`src/hdl/order_book_price_level_table_defines.svh`:
```
// Assertion macros used by the order book price level table datapath.
`ifndef ORDER_BOOK_PRICE_LEVEL_TABLE_DEFINES_SVH
`define ORDER_BOOK_PRICE_LEVEL_TABLE_DEFINES_SVH

// Checks that the consequent holds in the same cycle as the antecedent.
`define OB_ASSERT_NOW(label, ante, cons, msg) \
	label: assert property (@(posedge clk) disable iff (!arst_n) (ante) |-> (cons)) \
		else $error(msg);

// Checks that the consequent holds in the cycle after the antecedent.
`define OB_ASSERT_NEXT(label, ante, cons, msg) \
	label: assert property (@(posedge clk) disable iff (!arst_n) (ante) |=> (cons)) \
		else $error(msg);

`endif

```
`src/hdl/obplt_pkg.sv`:
```
// Shared constants, codes and command types of the order book price level table.
package obplt_pkg;

	localparam int unsigned LEVELS     = 64;
	localparam int unsigned IDX_W      = $clog2(LEVELS);
	localparam int unsigned PRICE_W    = 32;
	localparam int unsigned QTY_W      = 32;
	localparam int unsigned SPREAD_W   = 33;
	localparam int unsigned S_TDATA_W  = 64;
	localparam int unsigned M_TDATA_W  = 104;
	localparam int unsigned M_TUSER_W  = 3;
	localparam int unsigned M_PAD_W    = M_TDATA_W - (2 * PRICE_W + SPREAD_W + 2);

	typedef enum logic [M_TUSER_W-1:0] {
		ST_REPLACED = 3'd0,
		ST_INSERTED = 3'd1,
		ST_ERASED   = 3'd2,
		ST_ABSENT   = 3'd3,
		ST_FULL     = 3'd4
	} upd_status_t;

	typedef struct packed {
		logic             start;
		logic             issue;
		logic [IDX_W-1:0] addr;
		logic             finish;
		logic             load_out;
	} ctrl_cmd_t;

	typedef struct packed {
		logic out_busy;
	} dp_stat_t;

endpackage

```
`src/hdl/order_book_price_level_table.sv`:
```
// Top level of the order book price level table: bid and ask price levels with best prices.
//
// Channel  Dir  Fields
// s_*      in   tuser: side; tdata: price_ticks[31:0], quantity[63:32]
// m_*      out  tuser: status; tdata: best_bid, best_ask, spread, bid_present, ask_present
//
// Each update scans all LEVELS entries of both price memories through one read port
// each, one entry a cycle, then applies the update and loads the result register.
// The next input is taken only after the result is loaded and the controller is idle.
// Reset clears the used bits at once; there is no clearing pass.
// A stalled output holds the result while the next update is scanned.
module order_book_price_level_table (
	input  logic                              clk,
	input  logic                              arst_n,
	input  logic                              s_tvalid,
	output logic                              s_tready,
	input  logic [obplt_pkg::S_TDATA_W-1:0]   s_tdata,  // price_ticks, quantity
	input  logic                              s_tuser,  // side
	output logic                              m_tvalid,
	input  logic                              m_tready,
	output logic [obplt_pkg::M_TDATA_W-1:0]   m_tdata,  // best_bid, best_ask, spread,
	                                                    // bid_present, ask_present, zero fill
	output logic [obplt_pkg::M_TUSER_W-1:0]   m_tuser   // status
);
	import obplt_pkg::*;

	ctrl_cmd_t cmd;
	dp_stat_t  stat;

	obplt_ctrl u_ctrl (
		.clk      (clk),
		.arst_n   (arst_n),
		.s_tvalid (s_tvalid),
		.s_tready (s_tready),
		.cmd      (cmd),
		.stat     (stat)
	);

	obplt_dpath u_dpath (
		.clk      (clk),
		.arst_n   (arst_n),
		.cmd      (cmd),
		.stat     (stat),
		.s_tdata  (s_tdata),
		.s_tuser  (s_tuser),
		.m_tvalid (m_tvalid),
		.m_tready (m_tready),
		.m_tdata  (m_tdata),
		.m_tuser  (m_tuser)
	);

endmodule

```
`src/hdl/obplt_ctrl.sv`:
```
// Controller that sequences the table scan, the update and the result load.
module obplt_ctrl (
	input  logic                clk,
	input  logic                arst_n,
	input  logic                s_tvalid,
	output logic                s_tready,
	output obplt_pkg::ctrl_cmd_t cmd,
	input  obplt_pkg::dp_stat_t  stat
);
	import obplt_pkg::*;

	typedef enum logic [4:0] {
		S_IDLE   = 5'b00001,
		S_SCAN   = 5'b00010,
		S_DRAIN  = 5'b00100,
		S_FINISH = 5'b01000,
		S_RESULT = 5'b10000
	} state_t;

	state_t           state_q;
	logic [IDX_W-1:0] cnt_q;

	assign s_tready = (state_q == S_IDLE);

	always_comb begin
		cmd          = '0;
		cmd.start    = s_tvalid && s_tready;
		cmd.issue    = (state_q == S_SCAN);
		cmd.addr     = cnt_q;
		cmd.finish   = (state_q == S_FINISH);
		cmd.load_out = (state_q == S_RESULT) && !stat.out_busy;
	end

	always_ff @(posedge clk or negedge arst_n) begin
		if (!arst_n) begin
			state_q <= S_IDLE;
			cnt_q   <= '0;
		end else begin
			case (state_q)
				S_IDLE: begin
					if (s_tvalid) begin
						state_q <= S_SCAN;
						cnt_q   <= '0;
					end
				end
				S_SCAN: begin
					if (cnt_q == IDX_W'(LEVELS - 1)) begin
						state_q <= S_DRAIN;
					end else begin
						cnt_q <= cnt_q + IDX_W'(1);
					end
				end
				S_DRAIN: begin
					state_q <= S_FINISH;
				end
				S_FINISH: begin
					state_q <= S_RESULT;
				end
				S_RESULT: begin
					if (!stat.out_busy) begin
						state_q <= S_IDLE;
					end
				end
				default: begin
					state_q <= S_IDLE;
				end
			endcase
		end
	end

endmodule

```
`src/hdl/obplt_dpath.sv`:
```
// Datapath with the price memories, used bits, scan accumulators and output register.
`include "order_book_price_level_table_defines.svh"

module obplt_dpath (
	input  logic                              clk,
	input  logic                              arst_n,
	input  obplt_pkg::ctrl_cmd_t              cmd,
	output obplt_pkg::dp_stat_t               stat,
	input  logic [obplt_pkg::S_TDATA_W-1:0]   s_tdata,
	input  logic                              s_tuser,
	output logic                              m_tvalid,
	input  logic                              m_tready,
	output logic [obplt_pkg::M_TDATA_W-1:0]   m_tdata,
	output logic [obplt_pkg::M_TUSER_W-1:0]   m_tuser
);
	import obplt_pkg::*;

	logic [PRICE_W-1:0] bid_mem [LEVELS];
	logic [PRICE_W-1:0] ask_mem [LEVELS];
	logic [LEVELS-1:0]  bid_used_q;
	logic [LEVELS-1:0]  ask_used_q;

	logic               side_q;
	logic [PRICE_W-1:0] price_q;
	logic               erase_q;

	logic               vld_s1;
	logic [IDX_W-1:0]   idx_s1;
	logic               bused_s1;
	logic               aused_s1;
	logic [PRICE_W-1:0] bprice_s1;
	logic [PRICE_W-1:0] aprice_s1;

	logic               match_q;
	logic [IDX_W-1:0]   match_idx_q;
	logic               free_q;
	logic [IDX_W-1:0]   free_idx_q;
	logic               bid_any_q;
	logic [PRICE_W-1:0] bid_best_q;
	logic               ask_any_q;
	logic [PRICE_W-1:0] ask_best_q;
	upd_status_t        st_q;

	logic               sel_used;
	logic [PRICE_W-1:0] sel_price;
	logic               bid_take;
	logic               ask_take;
	logic               ins_en;
	logic               del_en;
	logic               incl_new;
	upd_status_t        st_d;
	logic [SPREAD_W-1:0] spread;
	logic [LEVELS-1:0]  sel_used_vec;

	assign stat.out_busy = m_tvalid && !m_tready;
	assign sel_used_vec  = side_q ? ask_used_q : bid_used_q;

	always_comb begin
		sel_used  = side_q ? aused_s1 : bused_s1;
		sel_price = side_q ? aprice_s1 : bprice_s1;
		bid_take  = bused_s1 && !(!side_q && (bprice_s1 == price_q))
			&& (!bid_any_q || (bprice_s1 > bid_best_q));
		ask_take  = aused_s1 && !(side_q && (aprice_s1 == price_q))
			&& (!ask_any_q || (aprice_s1 < ask_best_q));
		ins_en    = cmd.finish && !erase_q && !match_q && free_q;
		del_en    = cmd.finish && erase_q && match_q;
		incl_new  = !erase_q && (match_q || free_q);
		if (erase_q) begin
			st_d = match_q ? ST_ERASED : ST_ABSENT;
		end else if (match_q) begin
			st_d = ST_REPLACED;
		end else if (free_q) begin
			st_d = ST_INSERTED;
		end else begin
			st_d = ST_FULL;
		end
		if ((bid_best_q != '0) && (ask_best_q != '0)) begin
			spread = {1'b0, ask_best_q} - {1'b0, bid_best_q};
		end else begin
			spread = '0;
		end
	end

	always_ff @(posedge clk) begin
		if (cmd.issue) begin
			bprice_s1 <= bid_mem[cmd.addr];
			aprice_s1 <= ask_mem[cmd.addr];
		end
		if (ins_en && !side_q) begin
			bid_mem[free_idx_q] <= price_q;
		end
		if (ins_en && side_q) begin
			ask_mem[free_idx_q] <= price_q;
		end
	end

	always_ff @(posedge clk) begin
		if (cmd.start) begin
			side_q  <= s_tuser;
			price_q <= s_tdata[PRICE_W-1:0];
			erase_q <= (s_tdata[S_TDATA_W-1:PRICE_W] == '0) || s_tdata[S_TDATA_W-1];
		end
		if (cmd.issue) begin
			idx_s1   <= cmd.addr;
			bused_s1 <= bid_used_q[cmd.addr];
			aused_s1 <= ask_used_q[cmd.addr];
		end
		if (cmd.finish) begin
			st_q <= st_d;
		end
		if (cmd.load_out) begin
			m_tdata <= {{M_PAD_W{1'b0}}, ask_any_q, bid_any_q, spread, ask_best_q, bid_best_q};
			m_tuser <= st_q;
		end
	end

	always_ff @(posedge clk or negedge arst_n) begin
		if (!arst_n) begin
			bid_used_q  <= '0;
			ask_used_q  <= '0;
			vld_s1      <= 1'b0;
			match_q     <= 1'b0;
			match_idx_q <= '0;
			free_q      <= 1'b0;
			free_idx_q  <= '0;
			bid_any_q   <= 1'b0;
			bid_best_q  <= '0;
			ask_any_q   <= 1'b0;
			ask_best_q  <= '0;
			m_tvalid    <= 1'b0;
		end else begin
			vld_s1 <= cmd.issue;
			if (cmd.start) begin
				match_q    <= 1'b0;
				free_q     <= 1'b0;
				bid_any_q  <= 1'b0;
				bid_best_q <= '0;
				ask_any_q  <= 1'b0;
				ask_best_q <= '0;
			end else if (vld_s1) begin
				if (sel_used && (sel_price == price_q) && !match_q) begin
					match_q     <= 1'b1;
					match_idx_q <= idx_s1;
				end
				if (!sel_used && !free_q) begin
					free_q     <= 1'b1;
					free_idx_q <= idx_s1;
				end
				if (bid_take) begin
					bid_any_q  <= 1'b1;
					bid_best_q <= bprice_s1;
				end
				if (ask_take) begin
					ask_any_q  <= 1'b1;
					ask_best_q <= aprice_s1;
				end
			end else if (cmd.finish && incl_new) begin
				if (!side_q) begin
					bid_any_q <= 1'b1;
					if (!bid_any_q || (price_q > bid_best_q)) begin
						bid_best_q <= price_q;
					end
				end else begin
					ask_any_q <= 1'b1;
					if (!ask_any_q || (price_q < ask_best_q)) begin
						ask_best_q <= price_q;
					end
				end
			end
			if (ins_en && !side_q) begin
				bid_used_q[free_idx_q] <= 1'b1;
			end
			if (ins_en && side_q) begin
				ask_used_q[free_idx_q] <= 1'b1;
			end
			if (del_en && !side_q) begin
				bid_used_q[match_idx_q] <= 1'b0;
			end
			if (del_en && side_q) begin
				ask_used_q[match_idx_q] <= 1'b0;
			end
			if (cmd.load_out) begin
				m_tvalid <= 1'b1;
			end else if (m_tready) begin
				m_tvalid <= 1'b0;
			end
		end
	end

	`OB_ASSERT_NOW(a_load_free, cmd.load_out, !m_tvalid || m_tready, "result loaded over a pending transaction")
	`OB_ASSERT_NOW(a_scan_drained, cmd.finish, !vld_s1 && !cmd.issue, "update applied before the scan drained")
	`OB_ASSERT_NEXT(a_ins_grows, ins_en, $countones(sel_used_vec) == $past($countones(sel_used_vec)) + 1, "insert did not add exactly one level")
	`OB_ASSERT_NEXT(a_del_shrinks, del_en, $countones(sel_used_vec) + 1 == $past($countones(sel_used_vec)), "erase did not remove exactly one level")

endmodule

```
`config.mk`:
```
export PLATFORM = sky130hd
export DESIGN_NAME = order_book_price_level_table
export DESIGN_NICKNAME = d
export VERILOG_FILES = /design/src/hdl/obplt_pkg.sv /design/src/hdl/order_book_price_level_table.sv /design/src/hdl/obplt_ctrl.sv /design/src/hdl/obplt_dpath.sv
export VERILOG_INCLUDE_DIRS = /design/src /design/src/hdl
export SDC_FILE = /design/constraint.sdc
export NUM_CORES = 2
export LEC_CHECK = 0
export BUFFER_PORTS_ARGS = -buffer_cell sky130_fd_sc_hd__buf_2
export CAP_MARGIN = 10
export CORE_MARGIN = 2
export CORE_UTILIZATION = 50
export CTS_CLUSTER_DIAMETER = 40
export DETAILED_ROUTE_END_ITERATION = 16
export GPL_ROUTABILITY_DRIVEN = 0
export GPL_TIMING_DRIVEN = 0
export PLACE_DENSITY = 0.65
export SLEW_MARGIN = 20
export SYNTH_ARGS = -nofsm -noshare
export SYNTH_HDL_FRONTEND = slang
export SYNTH_SLANG_ARGS = --single-unit
```
`constraint.sdc`:
```
create_clock -name clk -period 7 [get_ports clk]
set_input_delay 0.35 -clock clk [delete_from_list [all_inputs] [get_ports clk]]
set_output_delay 0.35 -clock clk [all_outputs]
set_load 0.01 [all_outputs]
```
==> flow_summary.json <==
{
  "p_comb_frac": 0.235,
  "drc": 0,
  "ff_latch_area_sq_um": 135000,
  "pin_count": 178,
  "first_pass_iters": 6,
  "dieHeight_microns": 600,
  "arrival_ns": 6.03,
  "reg2reg_depth": 8,
  "hp-class": "input pin to flip-flop",
  "fin_crit_sh": 0.759,
  "grt_pass1_vias": 91251,
  "ant_nets": 0,
  "via_per_inst": 6.44,
  "port_buffers": 172,
  "synth_area_per_cell_sq_um": 22.8,
  "endpoint_kind": "flip-flop",
  "wl_per_cell_microns": 35.4,
  "cts_tree": "yes",
  "nFillCells": 24180,
  "skew_ns": 0.0461,
  "crit_path_max_incr_delay_ns": 0.94,
  "stdcell_area_sq_um": 212000,
  "die_w_microns": 600,
  "fmax_mhz": 188,
  "die_area_sq_um": 360000,
  "htreeDepth": 6,
  "fin_util": 0.600,
  "nNetsFinal": 9160,
  "rows": 218,
  "grt_pass1_wl_microns": 697000,
  "drive_above_1_share": 0.329,
  "timing.final.max_slew_violations": 0,
  "vdd_drop_max_uv": 286,
  "crit_chain": "clkbuf_1, clkbuf_1, clkbuf_2, buf_12, clkbuf_1, mux4_2, mux4_2, mux4_2",
  "netlist_area_sq_um": 178000,
  "criticalPathCategory": "flip-flop to flip-flop",
  "grt.total_usage": 0.279,
  "syn_inst": 7770,
  "r2r_setup_slack_ns": 1.68,
  "grt_start_max_net_pins": 101,
  "ys.flop_type": "edfxtp_1",
  "grt_antenna_before_repair": 66,
  "synth_edf_count": 4307,
  "p_per_area_nw_per_um2": 374,
  "start_util": 0.503,
  "cts-root-buf": "clkbuf_16",
  "clockBufferDepth": 4,
  "power_uw": 79300,
  "cp-endpoint": "u_dpath.aprice_s1[26]$_DFFE_PP_",
  "overflow": 0,
  "worstMarginPinSlew_ns": 1.26,
  "ys_ff_latch": 4528,
  "vias": 90972,
  "r2r-end": "u_dpath.aprice_s1[26]$_DFFE_PP_",
  "place_area_sq_um": 193000,
  "max-cap-violations": 0,
  "cts_sinks": 4528,
  "path_depth": 8,
  "path_delay_family": "buffers and inverters",
  "seqPwrFrac": 0.409,
  "cp_slowest_cell": "clkbuf_1",
  "power_frac_clock": 0.356,
  "outcome": "finished, final reports clean",
  "cts_buffers": 537,
  "cts_resized": 0,
  "max_slew_margin": 0.157,
  "clkTransAtPathRegs_ns": 0.06,
  "critPathLaunch": "u_ctrl.cnt_q[1]$_DFFE_PN0P_",
  "leakage_uw": 0.0670,
  "crit-reg2reg-launch": "u_ctrl.cnt_q[1]$_DFFE_PN0P_",
  "wl_microns": 501000,
  "synthArstFlopShare": 0.0488,
  "dpl.hpwl_microns": 353000,
  "cp_num_buf_inv": 5,
  "intPower_uw": 55900,
  "finalSetupTns_ns": 0,
  "area_delta_synth_final_pct": 19.4,
  "postCtsSetupBuffers": 0,
  "core-area_sq_um": 353000,
  "hp-start": "s_tdata[12]",
  "clk_latency_ns": 1.04,
  "cp.required_ns": 7.72,
  "grt_setup_unrepaired": "no",
  "hold_viol": 0,
  "synth-warning-count": 0,
  "multiInputGateArea_sq_um": 41800,
  "drt_iter0_drc": 13405,
  "period_needed_ns": 5.32,
  "switching_power_uw": 23500,
  "ys_seq_area_frac": 0.760,
  "cp-start-kind": "flip-flop",
  "finalSetupViolations": 0,
  "switching_share": 0.296,
  "critPathMaxFanout": 10,
  "yosysUniqueCellTypes": 70
}
## worst min-delay path by stage
stage                                              end  slack, ns  cells past startpoint
CTS                       u_dpath.price_q[8]$_DFFE_PP_     0.0008                      2
detailed placement  u_dpath.ask_best_q[22]$_DFFE_PN0P_       0.34                      1
global placement          u_dpath.m_tuser[1]$_DFFE_PP_       0.41                      0
finish                   u_dpath.price_q[12]$_DFFE_PP_       0.07                      2
floorplan                  u_ctrl.cnt_q[0]$_DFFE_PN0P_       0.05                      0
global route             u_dpath.price_q[12]$_DFFE_PP_       0.03                      2
## routing by layer
metal	share of wire	GRT usage	wire, microns	up-vias
li1	-	-	-	35647
met1	0.38	0.383	190000	48866
met2	0.47	0.438	237000	5370
met3	0.11	0.0663	53000	1067
met4	0.043	0.105	21300	22
met5	0.00042	0	208	-
## cell families (layout without fill, tap and decap cells)
logic type	Yosys count	in the layout	synth area share
adder cells (fa/ha/maj)	160	160	0.0113
AND/OR/NAND/NOR	607	607	0.0158
XOR/XNOR	108	108	0.00533
flip-flops	4528	4528	0.760
buffers and inverters	477	2069	0.0109
AO/OA/AOI/OAI	409	409	0.0157
other	1	33	0.0000211
multiplexers	1480	1480	0.181
## power groups by stage
| stage | registers (uW) | logic (uW) | clock network [uW] |
|---|---|---|---|
| 3_5_place_dp | 32900 | 18400 | 0 |
| 2_1_floorplan | 33200 | 10200 | 0 |
| 4_1_cts | 32400 | 18500 | 28500 |
| 3_3_place_gp | 34800 | 15400 | 0 |
| 6_report | 32400 | 18700 | 28200 |
| 5_1_grt | 32400 | 19600 | 29500 |
## synth_stat cells (14+ instances only)
| cell | instances | area share |
|---|---|---|
| a211oi_1 | 47 | 0.0020 |
| a21o_1 | 36 | 0.0015 |
| a21oi_1 | 132 | 0.0037 |
| a2bb2oi_1 | 18 | 0.00089 |
| buf_1 | 49 | 0.0010 |
| buf_2 | 87 | 0.0025 |
| clkbuf_1 | 253 | 0.0053 |
| dfrtp_1 | 220 | 0.031 |
| edfxtp_1 | 4307 | 0.73 |
| ha_1 | 159 | 0.011 |
| inv_1 | 80 | 0.0017 |
| mux2i_1 | 81 | 0.0046 |
| mux4_2 | 1386 | 0.18 |
| nand2_1 | 70 | 0.0015 |
| nand2b_1 | 14 | 0.00049 |
| nand3_1 | 34 | 0.00096 |
| nand4_1 | 45 | 0.0016 |
| nor2_1 | 326 | 0.0069 |
| nor3_1 | 25 | 0.00070 |
| nor4_1 | 32 | 0.0011 |
| o21ai_0 | 41 | 0.0012 |
| o22a_1 | 41 | 0.0020 |
| o2bb2ai_1 | 34 | 0.0017 |
| xnor2_1 | 90 | 0.0044 |
| xor2_1 | 18 | 0.00089 |
## stage by stage
step,hold slack (ns),instances,setup WS [ns]
2_1_floorplan,0.0544,7774,1.27
3_3_place_gp,0.406,12676,-1.57
3_5_place_dp,0.342,13064,1.93
4_1_cts,0.000847,14096,1.86
5_1_grt,0.0272,14098,1.79
6_report,0.0657,14124,1.68
## registers in the layout, summed over array words and instances, names as in the netlist, 3 cells and up
signal               cells
u_dpath.match_idx_q      6
u_dpath.idx_s1           6
u_dpath.m_tdata         99
u_dpath.bid_used_q      64
u_dpath.bid_mem       2048
u_dpath.bid_best_q      32
u_dpath.bprice_s1       32
u_dpath.ask_mem       2048
u_dpath.m_tuser          3
u_ctrl.cnt_q             6
u_dpath.aprice_s1       32
u_dpath.st_q             3
u_dpath.free_idx_q       6
u_dpath.price_q         32
u_ctrl.state_q           5
u_dpath.ask_best_q      32
u_dpath.ask_used_q      64
## timing repair
| action | 4_1_cts | 5_1_grt |
|---|---|---|
| hold buffers | 58 | 0 |
| endpoints found under the hold margin | 157 | 0 |
| endpoints found under the setup margin | 0 | 0 |
## worst register-to-register path: cells and delay by family, from the launching register on
kind	cells	cell delay, ns
flops	1	0.41
buf+inv	5	2.90
mux	3	1.67
## cell type report
class | instances | area share
Antenna cell | 28 | 0.000331
Buffer | 397 | 0.00802
Clock buffer | 626 | 0.0663
Clock inverter | 348 | 0.0188
Inverter | 80 | 0.00143
Multi-Input combinational cell | 2769 | 0.197
Sequential cell | 4528 | 0.636
Tap cell | 4730 | 0.0279
Timing Repair Buffer | 618 | 0.0437
## cell usage in the layout, fill, tap and decap left out, types with 43 or more instances in the layout
cell type | Yosys | layout
a211oi_1 | 47 | 47
a21oi_1 | 132 | 132
buf_12 | 0 | 97
buf_16 | 0 | 122
buf_2 | 87 | 263
buf_8 | 0 | 165
bufinv_16 | 0 | 62
clkbuf_1 | 253 | 290
clkbuf_16 | 0 | 549
clkinv_1 | 0 | 79
clkinv_2 | 0 | 52
clkinvlp_4 | 0 | 43
dfrtp_1 | 220 | 220
dlygate4sd3_1 | 0 | 57
edfxtp_1 | 4307 | 4307
ha_1 | 159 | 159
inv_1 | 80 | 79
inv_6 | 0 | 49
mux2i_1 | 81 | 81
mux4_2 | 1386 | 1386
nand2_1 | 70 | 68
nand4_1 | 45 | 45
nor2_1 | 326 | 189
nor2_4 | 0 | 128
xnor2_1 | 90 | 90
(Power assumes the default switching activity.)
